[config.mk]
export PLATFORM = sky130hd
export DESIGN_NAME = cmv_div
export DESIGN_NICKNAME = d
export VERILOG_FILES = /design/src/sv/cmv_pkg.sv /design/src/sv/cmv_div.sv
export SDC_FILE = /design/constraint.sdc
export NUM_CORES = 1
export LEC_CHECK = 0
export BUFFER_PORTS_ARGS = -buffer_cell sky130_fd_sc_hd__buf_4
export CORE_UTILIZATION = 42
export DETAILED_ROUTE_END_ITERATION = 10
export PLACE_DENSITY = 0.58
export SYNTH_ARGS = -nofsm -noshare
export SYNTH_HDL_FRONTEND = slang
export SYNTH_SLANG_ARGS = --single-unit
[constraint.sdc]
create_clock -name i_clk -period 2.91 [get_ports i_clk]
set_input_delay 0 -clock i_clk [delete_from_list [all_inputs] [get_ports i_clk]]
set_output_delay 0 -clock i_clk [all_outputs]
set_load 0.02 [all_outputs]
[src/sv/cmv_pkg.sv]
package cmv_pkg;

    localparam int DEF_MAX_SLICES = 256;
    localparam int DEF_MAX_STACKS = 256;
    localparam int DEF_PHASE_BITS = 16;

    localparam int CORDIC_STEPS = 20;
    localparam logic signed [33:0] CORDIC_GAIN = 34'sd652032874;

    localparam logic [15:0] RADIUS_RESET = 16'd256;
    localparam logic [15:0] HEIGHT_RESET = 16'd512;
    localparam logic [8:0]  SLICES_RESET = 9'd16;
    localparam logic [8:0]  STACKS_RESET = 9'd2;

    typedef enum logic [1:0] {
        REG_RADIUS = 2'd0,
        REG_HEIGHT = 2'd1,
        REG_SLICES = 2'd2,
        REG_STACKS = 2'd3
    } t_reg;

    typedef enum logic [1:0] {
        K_TOP    = 2'd0,
        K_BODY   = 2'd1,
        K_BOTTOM = 2'd2,
        K_QUAD   = 2'd3
    } t_kind;

    // sideband carried alongside the dividers
    typedef struct packed {
        t_kind       kind;
        logic        neg;
        logic [15:0] idx_a;
        logic [15:0] idx_b;
        logic [15:0] idx_c;
        logic [15:0] idx_d;
    } t_sb1;

    // sideband carried alongside the CORDIC
    typedef struct packed {
        t_kind              kind;
        logic signed [16:0] pos_y;
        logic [15:0]        idx_a;
        logic [15:0]        idx_b;
        logic [15:0]        idx_c;
        logic [15:0]        idx_d;
    } t_sb2;

    // arctan(2^-i) in units of 2^32 per turn
    function automatic logic [31:0] step_angle(input int i);
        logic [31:0] a;
        case (i)
            0:  a = 32'h20000000;
            1:  a = 32'h12E4051E;
            2:  a = 32'h09FB385B;
            3:  a = 32'h051111D4;
            4:  a = 32'h028B0D43;
            5:  a = 32'h0145D7E1;
            6:  a = 32'h00A2F61E;
            7:  a = 32'h00517C55;
            8:  a = 32'h0028BE53;
            9:  a = 32'h00145F2F;
            10: a = 32'h000A2F98;
            11: a = 32'h000517CC;
            12: a = 32'h00028BE6;
            13: a = 32'h000145F3;
            14: a = 32'h0000A2FA;
            15: a = 32'h0000517D;
            16: a = 32'h000028BE;
            17: a = 32'h0000145F;
            18: a = 32'h00000A30;
            19: a = 32'h00000518;
            default: a = 32'h0;
        endcase
        return a;
    endfunction

endpackage

[src/sv/cmv_div.sv]
module cmv_div import cmv_pkg::*; #(
    parameter int NW = 28,
    parameter int DW = 10
) (
    input  logic          i_clk,
    input  logic          i_adv,
    input  logic [NW-1:0] i_num,
    input  logic [DW-1:0] i_den,
    output logic [NW-1:0] o_quo
);

    // one quotient bit per stage, restoring; upper DW bits hold the remainder
    logic [DW+NW-1:0] r_acc [NW];
    logic [DW-1:0]    r_den [NW];

    for (genvar k = 0; k < NW; k++) begin : g_stage
        logic [DW+NW-1:0] w_acc;
        logic [DW-1:0]    w_den;
        logic [DW:0]      w_t;
        logic [DW:0]      w_r;
        logic             w_ge;

        if (k == 0) begin : g_first
            assign w_acc = {{DW{1'b0}}, i_num};
            assign w_den = i_den;
        end else begin : g_next
            assign w_acc = r_acc[k-1];
            assign w_den = r_den[k-1];
        end

        assign w_t  = w_acc[DW+NW-1:NW-1];
        assign w_ge = (w_t >= {1'b0, w_den});
        assign w_r  = w_ge ? (w_t - {1'b0, w_den}) : w_t;

        always_ff @(posedge i_clk) begin
            if (i_adv) begin
                r_acc[k] <= {w_r[DW-1:0], w_acc[NW-2:0], w_ge};
                r_den[k] <= w_den;
            end
        end
    end

    assign o_quo = r_acc[NW-1][NW-1:0];

endmodule

# Yosys cells after proc, flatten, opt, wreduce, memory -nomap -nowiden
# Memory sizes are Yosys's and may differ from the RTL's.
# Index checks and enable logic that the tools add are counted.
# totals
out_inout_bits	28
ramBits	1344
mem_count	2
regBits	0
# mem_list
name	depth	word_bits	rd	rd_ports_with_merged_regs	wr	line_no	text
r_acc	28	38	28	0	28	cmv_div.sv:13	logic [DW+NW-1:0] r_acc [NW];
r_den	28	10	27	0	28	cmv_div.sv:14	logic [DW-1:0] r_den [NW];
# op_classes
addsub	28
order_cmp	28
muxes	30
# ops
cell	n
>= comparator 11 x 10 -> 1 bit	27
two-way mux 10 bit	28
subtractor 10 bit	27
>= comparator 1 x 10 -> 1 bit	1
subtractor 1 x 10 -> 10 bit	1
two-way mux 1 bit	2

# Logic depth before layout (Yosys ltp)
# Gate-level depths: netlist of the first run.
# An unclocked memory read counts as a cell.
# logic_depth
ltp_word	3
mapped_depth	9

# Worst setup path after synthesis of the first run
# OpenSTA, ideal clock, no wires.
# synth_path
path_kind	reg2reg
startpoint	memory r_acc[0][179] (netlist name)
endpoint	memory r_acc[0][226] (netlist name) (data pin)
slack_ns	0.663
path_stages_with_launch	10
arrival_ns	1.985
synth_period_minus_slack_ns	2.247
required_time_ns	2.648
cell_sequence	edfxtp_1 -> inv_1 -> ha_1 -> inv_1 -> fa_1 -> a211oi_1 -> o21bai_1 -> a221oi_1 -> xnor2_1 -> mux2_1
# synth_rtl
item	line_no
from (decl)	cmv_div.sv:13

==> summary.md, run 1 <==
| Metric | Value |
|---|---|
| Outcome | `finished, final reports clean` |
| Post-route clock skew | `0.0188 ns` |
| Synthesized cell area | `0.0555 mm²` |
| Total power after layout | `62.5 mW` |
| Count of vias placed by the detailed router | `27200` |
| Area growth from synthesis to final layout | `16.2%` |
| Worst reg-to-reg path cell count | `9` |
| FF+latch count, synth | `1324` |
| Setup Viol. Count Final | `0` |
| Class of the most critical hold timing path | `in -> reg` |
| Combinational share of power | `27.8%` |
| Total nets after synthesis | `3673` |
| Routability congestion estimate from global placement | `0.832` |
| Total congestion overflow | `0` |
| Overall routed net length | `89800 µm` |
| Die footprint | `0.134 mm²` |
| CTS tree | `yes` |
| Critical path startpoint category | `register` |
| Clk sink count | `1324` |
| IO Port Bufs | `67` |
| Post-route clock period utilization | `91.3%` |
| Number of iterations in the first detailed-routing pass | `7` |
| Reg-to-Reg End | `r_acc[0][568]$_DFFE_PP_` |
| Worst hold start | `i_num[27]` |
| Number of antenna violations at the first check in global routing | `0` |
| Maximum number of pins on one net before global-route repair | `92` |
| Height of the die | `366 µm` |
| Number of DRC violations after detailed-routing iteration 0 | `1512` |
| Tightest slew margin relative to the limit | `55.7%` |
| Global-route total usage across every layer | `13.8%` |
| Launch instance of the worst register-to-register path | `r_acc[0][521]$_DFFE_PP_` |
| Cell variety after synth | `43` |
| Synth Warn # | `0` |
| Number of buffers created by CTS | `150` |
| Mean routed wirelength per cell | `16.2 µm` |
| Average size of a mapped cell | `16.6 µm²` |
| Data required time of the worst path | `3.42 ns` |
| Share of the yosys chip area belonging to registers | `71.6%` |
| Period minus WS final | `2.66 ns` |
| Setup repair after global routing missed its margin | `no` |
| Top-Level Pins | `68` |
| Switch share | `28.3%` |
| Hold Crit Endpoint | `r_acc[0][28]$_DFFE_PP_` |
| Cell at the root of the clock tree | `sky130_fd_sc_hd__clkbuf_16` |
| Data arrival time at the worst-slack endpoint | `3.17 ns` |
| Clk network pwr share | `29.6%` |
| Fmax achieved | `376 MHz` |
| Number of global-route vias before repair | `28300` |
| Chip Width | `366 µm` |
| Clock transition at the registers of the reported paths | `0.06 ns` |
| Wire length of the first global-routing pass | `145000 µm` |
| Antenna diode instance count | `0` |
| Detailed placer's ending HPWL | `59900 µm` |
| Worst hold path depth | `4` |
| Switching power summed over all nets | `17.7 mW` |
| Effective utilization at floorplan | `42.3%` |
| Leakage Power | `24.4 nW` |
| Highest ir drop seen on vdd | `0.661 mV` |
| Final net count | `4019` |
| Share of total power in sequential cells | `42.6%` |
| R2r setup slk | `0.25 ns` |
| Int Pwr | `44.8 mW` |
| Worst Max-Slew Pin Slew | `0.665 ns` |
| Number of rows created at floorplan | `133` |
| Number of max-cap violations | `0` |
| Clk_lat worst skew | `0.78 ns` |
| Gate count after technology mapping | `3335` |
| Post-CTS repair timing setup buffer count | `0` |
| Number of hold violations in the final report | `0` |
| Total power divided by cell area | `970 mW/mm²` |
| CORE AREA | `0.131 mm²` |
| Setup Total Neg Slack | `0 ns` |
| Vias per Instance | `4.91` |
| DR DRC count | `0` |
| Maximum level of the CTS H-tree | `4` |
| Kind of end point of the critical path | `register` |
| Remaining antenna violation count | `0` |
| Maximum net fanout on the critical path | `3` |
| Slew Viols, Final | `0` |
| Fraction of layout cells with a size suffix above 1 | `14.8%` |
| Max Root-Sink Buffers | `3` |
| Kind of critical path | `reg -> reg` |
state kept, by name (all words and copies together) (netlist names):
name / count
r_acc: 1054
r_den: 270
logic make-up (layout without fill, tap and decap cells):
group / Yosys count / in the layout / synth area share [%]
fa+ha+maj: 298 / 298 / 7.07
compound gates: 510 / 510 / 6.65
mux: 234 / 234 / 5.40
flops: 1324 / 1324 / 71.6
simple gates: 434 / 434 / 3.92
xor+xnor: 182 / 182 / 2.87
buf+inv: 353 / 816 / 2.45
per-stage QoR:
step	cells	instance area, µm²	setup slack [ns]	hold WS, ns	utilization [%]
after CTS	5553	64500	0.229	0.0135	49.1
after global placement	5208	58800	0.251	0.178	44.8
after detailed placement	5208	58800	0.296	0.179	44.8
final	5553	64500	0.253	0.114	49.1
after floorplan	3335	55500	0.663	0.0989	-
after global routing	5553	64500	0.134	0.0850	49.1
Yosys cell counts, drive strengths merged:
cell,count,area [µm²]
a2111oi,21,284
a211o,1,8.76
a211oi,53,528
a21o,56,420
a21oi,142,711
a221oi,26,228
and2,1,6.26
and3,26,163
clkbuf,1,3.75
edfxtp,1324,39800
fa,26,521
ha,272,3400
inv,352,1360
mux2,208,2740
mux2i,26,260
nand2,132,505
nand2b,21,131
nand3,53,290
nand3b,26,195
nor2,85,319
nor2b,31,194
nor3,1,5.00
nor4,57,357
o211ai,27,203
o21a,52,418
o21ai,53,265
o21bai,26,195
o31a,26,228
o31ai,27,203
or4,1,7.51
xnor2,130,1140
xor2,52,455
layout by cell type, fill, tap and decap left out, types with 27 or more instances in the layout:
cell,Yosys,routed
sky130_fd_sc_hd__edfxtp_1,1324,1324
sky130_fd_sc_hd__o21ai_0,52,52
sky130_fd_sc_hd__ha_1,272,272
sky130_fd_sc_hd__xor2_1,52,52
sky130_fd_sc_hd__xnor2_1,130,130
sky130_fd_sc_hd__o21a_1,30,30
sky130_fd_sc_hd__o31ai_1,27,27
sky130_fd_sc_hd__mux2_4,105,105
sky130_fd_sc_hd__nor2b_1,31,31
sky130_fd_sc_hd__a21oi_1,142,142
sky130_fd_sc_hd__clkbuf_1,1,30
sky130_fd_sc_hd__clkbuf_16,0,150
sky130_fd_sc_hd__a21o_1,56,56
sky130_fd_sc_hd__mux2_1,77,77
sky130_fd_sc_hd__inv_1,326,326
sky130_fd_sc_hd__dlygate4sd3_1,0,76
sky130_fd_sc_hd__nand2_1,128,128
sky130_fd_sc_hd__o211ai_1,27,27
sky130_fd_sc_hd__nor4_1,57,57
sky130_fd_sc_hd__nand3_1,48,48
sky130_fd_sc_hd__nor2_1,85,85
sky130_fd_sc_hd__a211oi_1,27,27
sky130_fd_sc_hd__buf_4,0,100
what timing repair did:
action,4_1_cts,5_1_grt
hold buffers,76,0
hold endpoints to repair,279,0
resized for setup,0,0
worst max path at each step:
stage                                  startpoint                      end  cells past startpoint
after detailed placement  r_acc[0][521]$_DFFE_PP_  r_acc[0][568]$_DFFE_PP_                      9
after global placement    r_acc[0][521]$_DFFE_PP_  r_acc[0][568]$_DFFE_PP_                      9
final                     r_acc[0][521]$_DFFE_PP_  r_acc[0][568]$_DFFE_PP_                      9
after floorplan           r_acc[0][179]$_DFFE_PP_  r_acc[0][226]$_DFFE_PP_                      9
after CTS                 r_acc[0][521]$_DFFE_PP_  r_acc[0][568]$_DFFE_PP_                      9
after global routing      r_acc[0][521]$_DFFE_PP_  r_acc[0][568]$_DFFE_PP_                      9
power groups by stage:
stage	clock, mW	combinational (mW)	sequential (mW)
finish	18.5	17.4	26.7
global route	19.9	19.3	27.0
CTS	19.2	17.5	26.7
detailed placement	0	17.3	27.1
global placement	0	17.2	27.1
floorplan	0	13.9	26.4
per-layer routing:
layer  global-route usage, %  wire length, µm
met2                    23.4            44100
met1                    17.2            39800
met3                    2.98             3420
met5                       0                0
met4                    5.41             2460
worst max-delay path, cell delays in order (launching register included):
cell and delay [ns]:
sky130_fd_sc_hd__edfxtp_1 0.38, sky130_fd_sc_hd__inv_1 0.15, sky130_fd_sc_hd__ha_1 0.19, sky130_fd_sc_hd__inv_1 0.06, sky130_fd_sc_hd__fa_1 0.42, sky130_fd_sc_hd__a211oi_1 0.27, sky130_fd_sc_hd__o21bai_1 0.14, sky130_fd_sc_hd__a221oi_1 0.37
sky130_fd_sc_hd__xnor2_1 0.11, sky130_fd_sc_hd__mux2_1 0.31
layout make-up:
type                            count  area [µm²]
Clock buffer                      180        3870
Clock inverter                     89        1010
Fill cell                       11000       66800
Inverter                          352        1360
Multi-Input combinational cell   1658       14400
Sequential cell                  1324       39800
Tap cell                         1755        2200
Timing Repair Buffer              195        1900
Power figures use the tool's default switching activity.
==> run 2: changes to the inputs <==
Settings changed: RECOVER_POWER set to 50, SLEW_MARGIN set to 20.
==> summary.md, run 2 (synthesized netlist as in run 1, its figures left out) <==
| Metric | Value |
|---|---|
| Data required time of the worst path | `3.42 ns` |
| Antenna diode instance count | `0` |
| CORE AREA | `0.131 mm²` |
| Worst Max-Slew Pin Slew | `1.50 ns` |
| Cell repeated most along the worst path | `sky130_fd_sc_hd__inv_1` |
| Kind of critical path | `reg -> reg` |
| Chain of cells forming the critical path | `inv_1, ha_1, inv_1, fa_1, a211oi_1, o21bai_1, a221oi_1, xnor2_1, mux2_1` |
| Highest ir drop seen on vdd | `0.659 mV` |
| Number of rows created at floorplan | `133` |
| Post-route non-filler standard cell count | `5553` |
| Setup repair after global routing missed its margin | `no` |
| Die footprint | `0.134 mm²` |
| Global-route total usage across every layer | `13.8%` |
| Number of buffers created by CTS | `150` |
| Total congestion overflow | `0` |
| Commonest non-fill, non-tap cell in the layout | `sky130_fd_sc_hd__edfxtp_1` |
| Effective utilization at floorplan | `42.3%` |
| Kind of end point of the critical path | `register` |
| Leakage Power | `24.3 nW` |
| Total power divided by cell area | `972 mW/mm²` |
| Final setup slack of the worst path | `0.256 ns` |
| Chip Width | `366 µm` |
| Max Root-Sink Buffers | `3` |
| Top-Level Pins | `68` |
| Placed Cells | `5208` |
| Number of DRC violations after detailed-routing iteration 0 | `1618` |
| IO Port Bufs | `67` |
| Final net count | `4019` |
| Height of the die | `366 µm` |
| Setup Viol. Count Final | `0` |
| Number of antenna violations at the first check in global routing | `0` |
| Wire length of the first global-routing pass | `145000 µm` |
| Maximum level of the CTS H-tree | `4` |
| Outcome | `finished, final reports clean` |
| Number of global-route vias before repair | `28300` |
| Period minus WS final | `2.65 ns` |
| Maximum number of pins on one net before global-route repair | `92` |
| CTS tree | `yes` |
| Number of iterations in the first detailed-routing pass | `7` |
| Fraction of layout cells with a size suffix above 1 | `14.5%` |
| Top library cells by usage in the layout, fill and taps aside | `sky130_fd_sc_hd__edfxtp_1 (1324), sky130_fd_sc_hd__inv_1 (326), sky130_fd_sc_hd__ha_1 (272)` |
| Clock transition at the registers of the reported paths | `0.06 ns` |
| Routability congestion estimate from global placement | `0.832` |
| Count of vias placed by the detailed router | `27200` |
| Pre-CTS worst setup slack | `0.296 ns` |
| Critical-path cell with the highest stage delay | `sky130_fd_sc_hd__fa_1` |
| Number of max-cap violations | `0` |
| Fmax achieved | `377 MHz` |
| Vias per Instance | `4.91` |
| Setup Total Neg Slack | `0 ns` |
| Area growth from synthesis to final layout | `15.9%` |
| Number of gates given a new drive strength after cts | `0` |
| Tightest slew margin relative to the limit | `0.0574%` |
| Number of hold violations in the final report | `0` |
| Clk sink count | `1324` |
| Class of the most critical hold timing path | `in -> reg` |
| Overall routed net length | `89700 µm` |
| DR DRC count | `0` |
| Post-route clock period utilization | `91.2%` |
| Detailed placer's ending HPWL | `59900 µm` |
| Slew Viols, Final | `0` |
| Remaining antenna violation count | `0` |
| Cell at the root of the clock tree | `sky130_fd_sc_hd__clkbuf_16` |
| Maximum net fanout on the critical path | `3` |
| Critical path startpoint category | `register` |
| Top flop regs | `r_acc: 1054 flops, r_den: 270 flops` |
| Max reg flops | `1054` |
| Critical Path Max Stage Delay | `0.42 ns` |
| Register with the most flip-flops | `r_acc` |
| Mean routed wirelength per cell | `16.2 µm` |
| Post-route clock skew | `0.0189 ns` |
| Data arrival time at the worst-slack endpoint | `3.16 ns` |
| Clk_lat worst skew | `0.77 ns` |
-- run 2: cell types whose count changed in the layout (fill, tap and decap cells not counted) --
| cell | delta |
|---|---|
| sky130_fd_sc_hd__buf_16 | -1 |
| sky130_fd_sc_hd__clkbuf_4 | +37 |
| sky130_fd_sc_hd__buf_12 | -4 |
| sky130_fd_sc_hd__buf_4 | -51 |
| sky130_fd_sc_hd__clkbuf_1 | +14 |
| sky130_fd_sc_hd__clkbuf_2 | +5 |
-- run 2: worst max-delay path: cells and delay by family, from the launching register on --
kind	cells	cell delay [ns]
muxes	1	0.31
xor gates and xnor gates	1	0.11
adders and majority gates	2	0.61
buffers and inverters	2	0.21
DFF	1	0.38
AOI/OAI and AO/OA	3	0.77
-- run 2: timing repair --
item                                   in CTS  in global routing
endpoints found under the hold margin     279                  0
hold buffers                               76                  0
setup buffers                               0                  0
-- run 2: routing by layer --
layer | track usage, % | share of wire (%)
met5 | 0 | 0
met1 | 17.2 | 44
met3 | 2.98 | 3.8
met4 | 5.41 | 2.8
met2 | 23.4 | 49
-- run 2: final cells by class --
type,count,area (µm²)
Timing Repair Buffer,195,1760
Tap cell,1755,2200
Sequential cell,1324,39800
Inverter,352,1360
Fill cell,11100,67000
Clock buffer,180,3870
Clock inverter,89,1010
Multi-Input combinational cell,1658,14400
-- run 2: path summary, 6_finish.rpt --
kind / cells past startpoint / start / end / slack [ns]
hold / removal: 4 / i_num[27] / r_acc[0][28]$_DFFE_PP_ / 0.11
setup / recovery: 9 / r_acc[0][521]$_DFFE_PP_ / r_acc[0][568]$_DFFE_PP_ / 0.26
setup reg to reg: 9 / r_acc[0][521]$_DFFE_PP_ / r_acc[0][568]$_DFFE_PP_ / 0.26
hold reg to reg: 0 / r_acc[0][211]$_DFFE_PP_ / r_acc[0][250]$_DFFE_PP_ / 0.40
-- run 2: where the power goes --
part	total, mW	switching [mW]	internal, mW
Clock	18.5	7.51	11.0
Combinational	17.3	8.69	8.66
Sequential	26.7	1.48	25.2
-- run 2: metrics by stage --
step	power, mW	cell area, µm²	utilization (%)	hold WS (ns)
floorplan	40.3	55500	-	0.0989
global placement	44.3	58800	44.8	0.178
detailed placement	44.4	58800	44.8	0.179
CTS	63.4	64500	49.1	0.0135
global route	66.1	64300	49.0	0.0850
finish	62.5	64300	49.0	0.112
